$ cat config.mk
export PLATFORM = sky130hd
export DESIGN_NAME = nihilist_cipher_engine_flat
export DESIGN_NICKNAME = d
export VERILOG_FILES = /design/src/hdl/nce_pkg.sv /design/src/hdl/nce_ifs.sv /design/src/hdl/nihilist_cipher_engine.sv /design/src/flat_wrapper.sv
export SDC_FILE = /design/constraint.sdc
export NUM_CORES = 2
export LEC_CHECK = 0
export BUFFER_PORTS_ARGS = -buffer_cell sky130_fd_sc_hd__buf_4
export CAP_MARGIN = 15
export CORE_ASPECT_RATIO = 0.6
export CORE_MARGIN = 2
export CORE_UTILIZATION = 57
export DETAILED_ROUTE_END_ITERATION = 10
export MAX_ROUTING_LAYER = met4
export PLACE_DENSITY = 0.79
export SETUP_SLACK_MARGIN = 0.3
export SLEW_MARGIN = 25
export SYNTH_ARGS = -nofsm -noshare
export SYNTH_HDL_FRONTEND = slang
export SYNTH_SLANG_ARGS = --single-unit
$ cat constraint.sdc
create_clock -name i_clk -period 5.15 [get_ports i_clk]
set_input_delay 0.515 -clock i_clk [delete_from_list [all_inputs] [get_ports i_clk]]
set_output_delay 0.515 -clock i_clk [all_outputs]
set_load 0.1 [all_outputs]
$ cat src/hdl/nce_pkg.sv
// Shared constants, field types and codes for the nihilist cipher engine.
`timescale 1ns / 1ps

package nce_pkg;

    // Store depths
    localparam int MAX_SYMBOLS = 81;
    localparam int KEY_DEPTH   = 64;

    // Derived widths
    localparam int ALPHA_AW = (MAX_SYMBOLS > 1) ? $clog2(MAX_SYMBOLS) : 1;
    localparam int ALPHA_CW = $clog2(MAX_SYMBOLS + 1);
    localparam int KEY_AW   = (KEY_DEPTH > 1) ? $clog2(KEY_DEPTH) : 1;
    localparam int KEY_LW   = $clog2(KEY_DEPTH + 1);

    // Field widths
    localparam int CMD_W    = 2;
    localparam int SLOT_W   = 7;
    localparam int SYM_W    = 8;
    localparam int STAT_W   = 3;
    localparam int CODE_W   = 7;
    localparam int SQ_W     = 4;
    localparam int ALEN_W   = 7;
    localparam int KLEN_W   = 7;
    localparam int CFG_IW   = 3;
    localparam int CFG_DW   = 7;

    typedef logic [CMD_W-1:0]  t_cmd;
    typedef logic [SLOT_W-1:0] t_slot;
    typedef logic [SYM_W-1:0]  t_sym;
    typedef logic [STAT_W-1:0] t_status;
    typedef logic [CFG_IW-1:0] t_cfg_idx;
    typedef logic [CFG_DW-1:0] t_cfg_data;

    // Commands
    localparam t_cmd CMD_ALPHA = 2'd0;
    localparam t_cmd CMD_KEY   = 2'd1;
    localparam t_cmd CMD_DATA  = 2'd2;
    localparam t_cmd CMD_NONE  = 2'd3;

    // Status codes
    localparam t_status ST_OK      = 3'd0;
    localparam t_status ST_SQUARE  = 3'd1;
    localparam t_status ST_ALPHA   = 3'd2;
    localparam t_status ST_UNKNOWN = 3'd3;
    localparam t_status ST_BADCODE = 3'd4;

    // Configuration register indexes
    localparam t_cfg_idx REG_SQUARE_SIZE = 3'd0;
    localparam t_cfg_idx REG_ALPHA_LEN   = 3'd1;
    localparam t_cfg_idx REG_KEY_LEN     = 3'd2;
    localparam t_cfg_idx REG_DIRECTION   = 3'd3;

    // Register reset values
    localparam logic [SQ_W-1:0]   RST_SQUARE_SIZE = 4'd5;
    localparam logic [ALEN_W-1:0] RST_ALPHA_LEN   = 7'd25;
    localparam logic [KLEN_W-1:0] RST_KEY_LEN     = 7'd1;

endpackage

$ cat src/hdl/nce_ifs.sv
// Valid/ready channel interfaces for the nihilist cipher engine.
`timescale 1ns / 1ps

interface nce_req_if;
    logic           valid;
    logic           ready;
    nce_pkg::t_cmd  command;
    nce_pkg::t_slot slot;
    nce_pkg::t_sym  symbol;
    logic           restart;

    modport source (output valid, command, slot, symbol, restart, input ready);
    modport sink   (input valid, command, slot, symbol, restart, output ready);
endinterface

interface nce_rsp_if;
    logic             valid;
    logic             ready;
    nce_pkg::t_sym    value_out;
    nce_pkg::t_status status;

    modport source (output valid, value_out, status, input ready);
    modport sink   (input valid, value_out, status, output ready);
endinterface

interface nce_cfg_if;
    logic               valid;
    logic               ready;
    nce_pkg::t_cfg_idx  index;
    nce_pkg::t_cfg_data data;

    modport source (output valid, index, data, input ready);
    modport sink   (input valid, index, data, output ready);
endinterface

$ cat src/hdl/nihilist_cipher_engine.sv
// Nihilist cipher engine top level: sequencer, shared search/compare unit, stores.
`timescale 1ns / 1ps
//
//  Channel   Dir   Beat payload                        Notes
//  i_req     in    command, slot, symbol, restart      ready only in IDLE
//  o_rsp     out   value_out, status                   one beat per request
//  i_cfg     in    index, data                         always ready
//
//  Alphabet load, unused command and unused key slot go straight to DONE. Key
//  load and encrypt run a linear search over n = min(alphabet_length, 81)
//  entries, one entry compared per cycle via the registered read port.
//  Decrypt steps: key read, split, index check, table read.
//  Reset clears control state and key-entry valid bits at once, no clearing
//  pass. A stalled o_rsp holds its register; a new request still enters, and
//  waits in DONE.

module nihilist_cipher_engine (
    input  logic         i_clk,
    input  logic         i_rst_n,
    nce_req_if.sink      i_req,
    nce_rsp_if.source    o_rsp,
    nce_cfg_if.sink      i_cfg
);

    localparam int ALPHA_AW    = nce_pkg::ALPHA_AW;
    localparam int ALPHA_CW    = nce_pkg::ALPHA_CW;
    localparam int KEY_AW      = nce_pkg::KEY_AW;
    localparam int KEY_LW      = nce_pkg::KEY_LW;
    localparam int CODE_W      = nce_pkg::CODE_W;
    localparam int SYM_W       = nce_pkg::SYM_W;
    localparam int SQ_W        = nce_pkg::SQ_W;
    localparam int KEY_DEPTH_W = nce_pkg::KEY_DEPTH;

    // divide by 10 as multiply by 205 then >> 11, exact for 0..255
    localparam int DIV10_MUL   = 205;
    localparam int DIV10_SHIFT = 11;

    // sequencer states
    localparam logic [2:0] S_IDLE   = 3'd0;
    localparam logic [2:0] S_KEYRD  = 3'd1;
    localparam logic [2:0] S_CHECK  = 3'd2;
    localparam logic [2:0] S_SEARCH = 3'd3;
    localparam logic [2:0] S_SPLIT  = 3'd4;
    localparam logic [2:0] S_INDEX  = 3'd5;
    localparam logic [2:0] S_ALRD   = 3'd6;
    localparam logic [2:0] S_DONE   = 3'd7;

    // configuration
    logic [SQ_W-1:0]            r_square;
    logic [nce_pkg::ALEN_W-1:0] r_alen;
    logic [nce_pkg::KLEN_W-1:0] r_klen;
    logic                       r_dir;

    // control
    logic [2:0]             r_state, n_state;
    nce_pkg::t_cmd          r_cmd, n_cmd;
    nce_pkg::t_sym          r_sym, n_sym;
    logic [KEY_AW-1:0]      r_kaddr, n_kaddr;
    logic [KEY_AW-1:0]      r_kpos, n_kpos;
    logic [CODE_W-1:0]      r_kc, n_kc;
    logic                   r_kwr, n_kwr;
    logic [CODE_W-1:0]      r_code, n_code;
    logic [ALPHA_CW-1:0]    r_addr, n_addr;
    logic                   r_pend, n_pend;
    logic [4:0]             r_row, n_row;
    logic [SQ_W-1:0]        r_col, n_col;
    logic [SYM_W-1:0]       r_d, n_d;
    nce_pkg::t_sym          r_value, n_value;
    nce_pkg::t_status       r_status, n_status;
    logic [KEY_DEPTH_W-1:0] r_kvalid;

    // output register
    logic             r_ovalid, n_ovalid;
    nce_pkg::t_sym    r_ovalue, n_ovalue;
    nce_pkg::t_status r_ostatus, n_ostatus;

    // stores
    logic [SYM_W-1:0]  alpha_mem [nce_pkg::MAX_SYMBOLS];
    logic [CODE_W-1:0] key_mem   [nce_pkg::KEY_DEPTH];
    logic [SYM_W-1:0]  r_rdata;
    logic [CODE_W-1:0] r_kdata;
    logic              r_kvld_q;

    logic                in_acc;
    logic                out_free;
    logic                alpha_we;
    logic [ALPHA_AW-1:0] alpha_waddr;
    logic [ALPHA_AW-1:0] alpha_raddr;
    logic                key_we;

    // shared derived values
    logic [7:0]          sq_sq;
    nce_pkg::t_status    cfg_err;
    logic [ALPHA_CW-1:0] nsearch;
    logic [KEY_LW-1:0]   eff_len;
    logic [KEY_AW-1:0]   kp_use;
    logic [KEY_LW:0]     kp_inc;
    logic [CODE_W-1:0]   kc_eff;
    logic [CODE_W-1:0]   hit_code;
    logic [15:0]         div_prod;
    logic [4:0]          div_row;
    logic [7:0]          idx_pos;
    logic                idx_bad;
    logic [SQ_W-1:0]     sq_m1;

    assign in_acc      = i_req.valid & i_req.ready;
    assign i_req.ready = (r_state == S_IDLE);
    assign i_cfg.ready = 1'b1;
    assign out_free    = ~r_ovalid | o_rsp.ready;

    assign o_rsp.valid     = r_ovalid;
    assign o_rsp.value_out = r_ovalue;
    assign o_rsp.status    = r_ostatus;

    // configuration checks: alphabet size beats square size in priority
    assign sq_sq = 8'(r_square) * 8'(r_square);
    always_comb begin
        if (8'(r_alen) > sq_sq) begin
            cfg_err = nce_pkg::ST_ALPHA;
        end else if (r_square > 4'd9) begin
            cfg_err = nce_pkg::ST_SQUARE;
        end else begin
            cfg_err = nce_pkg::ST_OK;
        end
    end

    assign nsearch = (32'(r_alen) < nce_pkg::MAX_SYMBOLS) ? ALPHA_CW'(r_alen)
                                                          : ALPHA_CW'(nce_pkg::MAX_SYMBOLS);

    always_comb begin
        if (r_klen == '0) begin
            eff_len = KEY_LW'(1);
        end else if (32'(r_klen) > nce_pkg::KEY_DEPTH) begin
            eff_len = KEY_LW'(nce_pkg::KEY_DEPTH);
        end else begin
            eff_len = KEY_LW'(r_klen);
        end
    end

    // key position used by this data beat, and the one after it
    assign kp_use = (i_req.restart || (KEY_LW'(r_kpos) >= eff_len)) ? '0 : r_kpos;
    assign kp_inc = (KEY_LW + 1)'(kp_use) + 1'b1;

    assign kc_eff   = r_kvld_q ? r_kdata : '0;
    assign hit_code = CODE_W'(r_row) * CODE_W'(10) + CODE_W'(10)
                    + CODE_W'(r_col) + CODE_W'(1);
    assign sq_m1    = r_square - 1'b1;

    // decrypt split: tens digit by reciprocal multiply
    assign div_prod = 16'(r_d) * 16'(DIV10_MUL);
    assign div_row  = 5'(div_prod >> DIV10_SHIFT);

    // decrypt index check and table position
    always_comb begin
        idx_bad = (r_col == '0) || (r_row == '0)
               || (5'(r_col) > 5'(r_square)) || (r_row > 5'(r_square));
        idx_pos = 8'(r_row - 5'd1) * 8'(r_square) + 8'(r_col - 1'b1);
        if (!idx_bad && (32'(idx_pos) >= 32'(nsearch))) begin
            idx_bad = 1'b1;
        end
    end

    assign alpha_raddr = (r_state == S_INDEX) ? ALPHA_AW'(idx_pos) : ALPHA_AW'(r_addr);
    assign alpha_we    = in_acc && (i_req.command == nce_pkg::CMD_ALPHA)
                      && (32'(i_req.slot) < nce_pkg::MAX_SYMBOLS);
    assign alpha_waddr = ALPHA_AW'(i_req.slot);
    assign key_we      = (r_state == S_DONE) && out_free && r_kwr;

    // sequencer
    always_comb begin
        n_state  = r_state;
        n_cmd    = r_cmd;
        n_sym    = r_sym;
        n_kaddr  = r_kaddr;
        n_kpos   = r_kpos;
        n_kc     = r_kc;
        n_kwr    = r_kwr;
        n_code   = r_code;
        n_addr   = r_addr;
        n_pend   = r_pend;
        n_row    = r_row;
        n_col    = r_col;
        n_d      = r_d;
        n_value  = r_value;
        n_status = r_status;
        n_ovalid  = r_ovalid & ~o_rsp.ready;
        n_ovalue  = r_ovalue;
        n_ostatus = r_ostatus;

        unique case (r_state)
            S_IDLE: begin
                if (in_acc) begin
                    n_cmd    = i_req.command;
                    n_sym    = i_req.symbol;
                    n_value  = '0;
                    n_status = nce_pkg::ST_OK;
                    n_code   = '0;
                    n_kwr    = 1'b0;
                    n_addr   = '0;
                    n_pend   = 1'b0;
                    n_row    = '0;
                    n_col    = '0;
                    n_state  = S_DONE;
                    if (i_req.command == nce_pkg::CMD_KEY) begin
                        if (32'(i_req.slot) < nce_pkg::KEY_DEPTH) begin
                            n_kaddr  = KEY_AW'(i_req.slot);
                            n_kwr    = 1'b1;
                            n_status = cfg_err;
                            if (cfg_err == nce_pkg::ST_OK) begin
                                n_state = S_SEARCH;
                            end
                        end
                    end else if (i_req.command == nce_pkg::CMD_DATA) begin
                        n_kaddr = kp_use;
                        n_kpos  = (kp_inc >= (KEY_LW + 1)'(eff_len)) ? '0 : KEY_AW'(kp_inc);
                        n_state = S_KEYRD;
                    end
                end
            end

            S_KEYRD: begin
                n_state = S_CHECK;
            end

            S_CHECK: begin
                n_kc = kc_eff;
                n_d  = r_sym - SYM_W'(kc_eff);
                if (cfg_err != nce_pkg::ST_OK) begin
                    n_status = cfg_err;
                    n_state  = S_DONE;
                end else if (kc_eff == '0) begin
                    n_status = nce_pkg::ST_UNKNOWN;
                    n_state  = S_DONE;
                end else if (!r_dir) begin
                    n_state = S_SEARCH;
                end else begin
                    n_state = S_SPLIT;
                end
            end

            // one alphabet entry compared per cycle, each read in the cycle before its compare
            S_SEARCH: begin
                if (r_pend && (r_rdata == r_sym)) begin
                    n_pend = 1'b0;
                    if (r_cmd == nce_pkg::CMD_KEY) begin
                        n_code = hit_code;
                    end else begin
                        n_value = SYM_W'(hit_code) + SYM_W'(r_kc);
                    end
                    n_state = S_DONE;
                end else if (!r_pend && (r_addr >= nsearch)) begin
                    n_status = nce_pkg::ST_UNKNOWN;
                    n_state  = S_DONE;
                end else begin
                    if (r_pend) begin
                        if (r_col == sq_m1) begin
                            n_col = '0;
                            n_row = r_row + 5'd1;
                        end else begin
                            n_col = r_col + 1'b1;
                        end
                    end
                    if (r_addr < nsearch) begin
                        n_addr = r_addr + 1'b1;
                        n_pend = 1'b1;
                    end else begin
                        n_pend = 1'b0;
                    end
                end
            end

            S_SPLIT: begin
                n_row   = div_row;
                n_col   = SQ_W'(r_d - SYM_W'(div_row) * SYM_W'(10));
                n_state = S_INDEX;
            end

            S_INDEX: begin
                if (idx_bad) begin
                    n_status = nce_pkg::ST_BADCODE;
                    n_state  = S_DONE;
                end else begin
                    n_state = S_ALRD;
                end
            end

            S_ALRD: begin
                n_value = r_rdata;
                n_state = S_DONE;
            end

            S_DONE: begin
                if (out_free) begin
                    n_ovalid  = 1'b1;
                    n_ovalue  = r_value;
                    n_ostatus = r_status;
                    n_state   = S_IDLE;
                end
            end

            default: begin
                n_state = S_IDLE;
            end
        endcase
    end

    always_ff @(posedge i_clk) begin
        if (!i_rst_n) begin
            r_state  <= S_IDLE;
            r_kpos   <= '0;
            r_kwr    <= 1'b0;
            r_pend   <= 1'b0;
            r_ovalid <= 1'b0;
            r_kvalid <= '0;
            r_square <= nce_pkg::RST_SQUARE_SIZE;
            r_alen   <= nce_pkg::RST_ALPHA_LEN;
            r_klen   <= nce_pkg::RST_KEY_LEN;
            r_dir    <= 1'b0;
        end else begin
            r_state  <= n_state;
            r_kpos   <= n_kpos;
            r_kwr    <= n_kwr;
            r_pend   <= n_pend;
            r_ovalid <= n_ovalid;
            if (key_we) begin
                r_kvalid[r_kaddr] <= 1'b1;
            end
            if (i_cfg.valid) begin
                unique case (i_cfg.index)
                    nce_pkg::REG_SQUARE_SIZE: r_square <= SQ_W'(i_cfg.data);
                    nce_pkg::REG_ALPHA_LEN:   r_alen   <= nce_pkg::ALEN_W'(i_cfg.data);
                    nce_pkg::REG_KEY_LEN:     r_klen   <= nce_pkg::KLEN_W'(i_cfg.data);
                    nce_pkg::REG_DIRECTION:   r_dir    <= i_cfg.data[0];
                    default: ;
                endcase
            end
        end
    end

    // payload registers
    always_ff @(posedge i_clk) begin
        r_cmd     <= n_cmd;
        r_sym     <= n_sym;
        r_kaddr   <= n_kaddr;
        r_kc      <= n_kc;
        r_code    <= n_code;
        r_addr    <= n_addr;
        r_row     <= n_row;
        r_col     <= n_col;
        r_d       <= n_d;
        r_value   <= n_value;
        r_status  <= n_status;
        r_ovalue  <= n_ovalue;
        r_ostatus <= n_ostatus;
    end

    // alphabet store: one write port, one registered read port
    always_ff @(posedge i_clk) begin
        if (alpha_we) begin
            alpha_mem[alpha_waddr] <= i_req.symbol;
        end
        r_rdata <= alpha_mem[alpha_raddr];
    end

    // key code store; entries without a valid bit read as zero
    always_ff @(posedge i_clk) begin
        if (key_we) begin
            key_mem[r_kaddr] <= r_code;
        end
        r_kdata  <= key_mem[r_kaddr];
        r_kvld_q <= r_kvalid[r_kaddr];
    end

endmodule
$ cat src/flat_wrapper.sv
// flat-port wrapper written by rule: the top's interface ports become plain ports
module nihilist_cipher_engine_flat 
  (i_clk, i_rst_n, i_req_valid, i_req_command, i_req_slot, i_req_symbol, i_req_restart, i_req_ready, o_rsp_valid, o_rsp_value_out, o_rsp_status, o_rsp_ready, i_cfg_valid, i_cfg_index, i_cfg_data, i_cfg_ready);
  nce_req_if i_req_i ();
  nce_rsp_if o_rsp_i ();
  nce_cfg_if i_cfg_i ();
  input  logic i_clk;
  input  logic i_rst_n;
  input wire logic [$bits(i_req_i.valid)-1:0] i_req_valid;
  input wire logic [$bits(i_req_i.command)-1:0] i_req_command;
  input wire logic [$bits(i_req_i.slot)-1:0] i_req_slot;
  input wire logic [$bits(i_req_i.symbol)-1:0] i_req_symbol;
  input wire logic [$bits(i_req_i.restart)-1:0] i_req_restart;
  output wire logic [$bits(i_req_i.ready)-1:0] i_req_ready;
  output wire logic [$bits(o_rsp_i.valid)-1:0] o_rsp_valid;
  output wire logic [$bits(o_rsp_i.value_out)-1:0] o_rsp_value_out;
  output wire logic [$bits(o_rsp_i.status)-1:0] o_rsp_status;
  input wire logic [$bits(o_rsp_i.ready)-1:0] o_rsp_ready;
  input wire logic [$bits(i_cfg_i.valid)-1:0] i_cfg_valid;
  input wire logic [$bits(i_cfg_i.index)-1:0] i_cfg_index;
  input wire logic [$bits(i_cfg_i.data)-1:0] i_cfg_data;
  output wire logic [$bits(i_cfg_i.ready)-1:0] i_cfg_ready;
  assign i_req_i.valid = i_req_valid;
  assign i_req_i.command = i_req_command;
  assign i_req_i.slot = i_req_slot;
  assign i_req_i.symbol = i_req_symbol;
  assign i_req_i.restart = i_req_restart;
  assign i_req_ready = i_req_i.ready;
  assign o_rsp_valid = o_rsp_i.valid;
  assign o_rsp_value_out = o_rsp_i.value_out;
  assign o_rsp_status = o_rsp_i.status;
  assign o_rsp_i.ready = o_rsp_ready;
  assign i_cfg_i.valid = i_cfg_valid;
  assign i_cfg_i.index = i_cfg_index;
  assign i_cfg_i.data = i_cfg_data;
  assign i_cfg_ready = i_cfg_i.ready;
  nihilist_cipher_engine u_core (.i_clk(i_clk), .i_rst_n(i_rst_n), .i_req(i_req_i), .o_rsp(o_rsp_i), .i_cfg(i_cfg_i));
endmodule
Word level (Yosys, flattened, before mapping) --
Memory sizes are Yosys's and may differ from the RTL's. A register that Yosys moved wholly into a read port is not among the register bits. Cells that the tools add are included. Widths: inputs -> output; s select.
Word-level totals: RAM bits 1096, memories 2, flip-flop bits (word level) 172, bits in latches 0, bits of input ports 33, output and inout port bits 14, memory bits (read-only) 0
Memories:
- u_core.alpha_mem | depth 81, width 8, rd ports 1, clocked after memory_dff 1, write ports 1, RTL line nihilist_cipher_engine.sv:78 | logic [SYM_W-1:0] alpha_mem [nce_pkg::MAX_SYMBOLS];
- u_core.key_mem | depth 64, width 7, rd ports 1, clocked after memory_dff 1, write ports 1, RTL line nihilist_cipher_engine.sv:79 | logic [CODE_W-1:0] key_mem [nce_pkg::KEY_DEPTH];
Cells by class: reductions and logical operators 44, multipliers 5, shift-type cells 0, div/mod/pow operators 0, equal/unequal tests 31, $add $sub $neg 14, bitwise logic cells 7, multiplexer cells 76, magnitude comparators 15
Operators with widths (count):
- $mux 7 | 11
- $or 64x64->64 | 1
- $mux 3 | 19
- $mux 6 | 5
- $pmux 7 s2 | 2
- $mux 5 | 5
- $mux 8 | 3
- $pmux 3 s8 | 1
- $pmux 8 s3 | 1
- $lt 7x7->1 const B | 3
- $mux 4 | 5
- $mux 1 | 17
- $ge 8x7->1 | 2
- $mul 8x8->16 const B | 1
- $ne 2x1->1 const B | 8
- $reduce_and 4->1 | 4
- $pmux 5 s3 | 1
- $add 7x1->7 const B | 2
- $logic_not 7->1 | 2
- $eq 3x2->1 const B | 4
- $eq 3x3->1 const B | 4
- $pmux 3 s4 | 1
- $pmux 4 s3 | 1
- $reduce_and 2->1 | 6
- other kinds (54) | 83

Logic depth before layout (Yosys ltp) --
word-level depth 9, gate-level depth with buffers 23, gate-level depth less buffers 23

Least setup slack after synthesis --
OpenSTA, ideal clock, no wires.
kind register to register, start register u_core.r_d[5], end register u_core.r_col[3] (data pin), path buffers 0, clock period less this slack 4.885 ns, path slack 0.265 ns, library setup time 0.262 ns, stages on the path, launching flop included 19, required time 4.888 ns, arrival 4.623 ns, cells stage by stage edfxtp_1 -> ha_1 -> fa_1 -> inv_1 -> fa_1 -> inv_1 -> fa_1 -> ha_1 -> or4_1 -> a21oi_1 -> o21ai_1 -> a31o_2 -> xor2_1 -> ha_1 -> fa_1 -> xor2_1 -> xnor2_1 -> xnor2_1 -> o22ai_1
On the way: cells in the longest elaborated chain, start to end 4
RTL lines:
- from (decl) | RTL line nihilist_cipher_engine.sv:67 | logic [SYM_W-1:0] r_d, n_d;
- from (signal assigned) | RTL line nihilist_cipher_engine.sv:350 | r_d <= n_d;
- $mul 8x8->16 | RTL line nihilist_cipher_engine.sv:150 | assign div_prod = 16'(r_d) * 16'(DIV10_MUL);
- $mul 5x3->3 | RTL line nihilist_cipher_engine.sv:274 | n_col = SQ_W'(r_d - SYM_W'(div_row) * SYM_W'(10));
- $sub 4x4->4 | RTL line nihilist_cipher_engine.sv:274
- $pmux 4 s3 | RTL line nihilist_cipher_engine.sv:190 | unique case (r_state)
- named net u_core.n_col[3] | RTL line nihilist_cipher_engine.sv:66 | logic [SQ_W-1:0] r_col, n_col;
- to (signal assigned) | RTL line nihilist_cipher_engine.sv:349 | r_col <= n_col;
- to (decl) | RTL line nihilist_cipher_engine.sv:66
The timed path passes the listed nets, and every way through them passes these cells. A chain may end at the register's enable or synchronous reset.

Worst setup path in the final report --
start register u_core.r_d[6], end register u_core.r_col[3] (data pin)
Same word-level chain as after synthesis.

==> metrics.md <==
| Metric | Value |
|---|---|
| Status | completed |
| Critical path arrival | 5.35 ns |
| Setup slack, reg-to-reg | 0.25 ns |
| Mapped Area | 54000 um^2 |
| Flops & latches, synth | 1283 |
| Top post-synthesis cells by count | edfxtp_1, nand2_1, nor2_1 |
| DRC | 0 |
| Largest net degree at the start of global routing | 83 |
| Critical path type | flip-flop to flip-flop |
| Final HPWL DP | 98.9 mm |
| Gr ovfl total | 0 |
| Post-synthesis sequential area ratio | 0.693 |
| Die Ht | 242 um |
| Power consumption | 34.5 mW |
| Worst-path clk slew | 0.07 ns |
| PortBufs | 45 |
| Ranking of synthesized cells by area | edfxtp_1, nand2_1, dfxtp_1, ha_1, a22oi_1 |
| YS warnings | 0 |
| Gr usage total | 0.319 |
| H-tree Lvls | 3 |
| Layout area overhead | 12.1% |
| Hold Crit Class | primary input to flip-flop |
| Routed Antenna Nets | 0 |
| WP data required | 5.60 ns |
| Tmin final | 4.90 ns |
| Design Area, Final | 60500 um^2 |
| Fin Clk Skew | 0.0795 ns |
| Vias in the first global route | 33400 |
| Final wirelength | 153 mm |
| Maximum VDD drop | 0.570 mV |
| CP Capture Type | flip-flop |
| Die area | 97300 um^2 |
| Power per cell area | 570 nW/um^2 |
| Chip width | 401 um |
| First-pass GRT wire length | 224 mm |
| Critical Path Start Type | flip-flop |
| Period utilization | 0.951 |
| CP max FO | 3 |
| DP Area | 56400 um^2 |
| Via count | 36200 |
| Clock root cell | clkbuf_16 |
| Drt first pass iters | 6 |
| Max-slew violation count | 0 |
| Initial core utilization | 0.575 |
| Count leader, synth | edfxtp_1 |
| Vias/cell | 6.57 |
| TritonCTS clock tree | done |
| Layout cell share with drive strength beyond 1 | 0.115 |
| Inserted Clock Buffers | 109 |
| Max-cap violation count | 0 |
| Ys flop type | edfxtp_1 |
| Max Freq | 204 MHz |
| Antenna violations before repair | 3 |
| Placer Congestion | 0.993 |
| Boundary pin count | 47 |
| Per-cell routed wire length | 27.8 um |
| DR iter-0 viols | 6088 |
| Gate Count Post-Synth | 4037 |
| Clk_lat worst skew | 0.77 ns |
| Clk sinks | 1283 |
| Multi-input logic area | 15600 um^2 |
| Fillers | 6724 |
| Syn avg cell area | 13.4 um^2 |
| Rows | 87 |
| Clk buf depth | 3 |
| Hold Fails Final Rpt | 0 |
| # setup viols final | 0 |
| Leak pwr | 21.0 nW |
| Count of different cell masters after synthesis | 82 |
| Max_slew headroom | 0.244 |
| Largest area contributor in the synthesized netlist | edfxtp_1 |
| Slew @ Worst Pin | 1.13 ns |
| Post-synth EDFFs | 1172 |
| RSZ-0062 raised after global routing | true |
| Area occupied by registers | 37400 um^2 |
| Final #Nets | 4358 |
| Synthesized Nets | 4234 |
| Floorplan Core Area | 93900 um^2 |
| Top-area cell type share of the netlist area | 0.652 |
| Async SR Flop Fraction | 0 |
## worst paths after layout
| kind | start | endpoint | depth (start not counted) |
|---|---|---|---|
| setup reg to reg | u_core.r_d[6]$_DFFE_PP_ | u_core.r_col[3]$_DFFE_PP_ | 19 |
| setup / recovery | u_core.r_d[6]$_DFFE_PP_ | u_core.r_col[3]$_DFFE_PP_ | 19 |
| hold / removal | i_cfg_data[3] | u_core.r_square[3]$_SDFFE_PN0P_ | 3 |
| hold reg to reg | u_core.r_value[3]$_DFFE_PP_ | u_core.o_rsp.value_out[3]$_DFFE_PP_ | 0 |
## stage by stage
| stage | std cells | TNS (ns) | hold WS (ns) | worst slack, ns | util |
|---|---|---|---|---|---|
| 4_1_cts | 5486 | 0 | 0.0201 | 0.256 | 0.640 |
| 5_1_grt | 5501 | 0 | 0.0494 | 0.115 | 0.645 |
| 2_1_floorplan | 4037 | 0 | 0.400 | 0.311 | - |
| 6_report | 5501 | 0 | 0.0393 | 0.252 | 0.645 |
| 3_5_place_dp | 5274 | -0.00373 | 0.405 | -0.00373 | 0.600 |
| 3_3_place_gp | 5274 | -0.0298 | 0.404 | -0.0298 | 0.600 |
## logic make-up (layout without fill, tap and decap cells)
kind of cell	after synthesis	in the layout	share of synthesized area
AOI/OAI and AO/OA	642	642	0.0863
adders and majority gates	164	164	0.0423
buffers and inverters	329	544	0.0285
muxes	110	110	0.0212
xor gates and xnor gates	71	71	0.0115
and+or+nand+nor	1437	1437	0.117
other	1	4	0.0000695
DFF	1283	1283	0.693
## power by group
group | internal [mW] | total, mW | switching (mW)
registers | 11.9 | 12.2 | 0.271
logic | 5.35 | 14.0 | 8.63
clock network | 4.45 | 8.32 | 3.87
## layout make-up
type	count	share of cell area
Tap cell	1246	0.0257
Antenna cell	3	0.000124
Clock buffer	137	0.0483
Inverter	112	0.00698
Clock inverter	65	0.0104
Timing Repair Buffer	230	0.0334
Multi-Input combinational cell	2425	0.257
Sequential cell	1283	0.618
## metal layers
layer  up-vias  track usage  part of all wire
met2      2746        0.419              0.41
met1     17700        0.477              0.41
li1      15400            -                 -
met4         0       0.0790             0.023
met3       300        0.106              0.16
met5         -            -                 0
## repair_timing
| item | in CTS | in global routing |
|---|---|---|
| pin swaps | 13 | 29 |
| hold endpoints to repair | 2 | 0 |
| endpoints found under the setup margin | 11 | 19 |
| gates cloned | 0 | 0 |
| setup buffers | 8 | 12 |
| resized for setup | 21 | 64 |
| hold buffers | 2 | 0 |
## placed cells by master (no fill, tap or decap), types with 66 or more instances in the layout
cell type | netlist | layout
dfxtp_1 | 111 | 111
ha_1 | 133 | 119
nand4_1 | 75 | 75
clkbuf_16 | 0 | 110
inv_1 | 109 | 104
a22oi_1 | 213 | 213
edfxtp_1 | 1172 | 1172
mux2i_1 | 102 | 101
nand2_1 | 623 | 619
nand3_1 | 283 | 282
buf_4 | 18 | 201
nor2_1 | 315 | 308
a21oi_1 | 72 | 66
## worst max-delay path: stages, from the launching register on
cell	delay [ns]
edfxtp_1	0.41
buf_6	0.14
ha_4	0.21
fa_1	0.53
inv_1	0.05
fa_1	0.47
inv_1	0.05
fa_2	0.32
ha_2	0.18
or4_4	0.54
a21oi_2	0.13
o21ai_2	0.07
a31o_4	0.25
xor2_4	0.16
ha_2	0.18
fa_2	0.33
xor2_1	0.15
xnor2_1	0.21
xnor2_1	0.16
o22ai_1	0.10
## registers in the layout, indices dropped and copies added, names as in the netlist, 8 cells and up
register,count
u_core.alpha_mem,648
u_core.key_mem,448
u_core.r_kvalid,64
u_core.o_rsp.value_out,8
u_core.r_d,8
u_core.r_rdata,8
u_core.r_sym,8
u_core.r_value,8
Power figures use the tool's default switching activity.
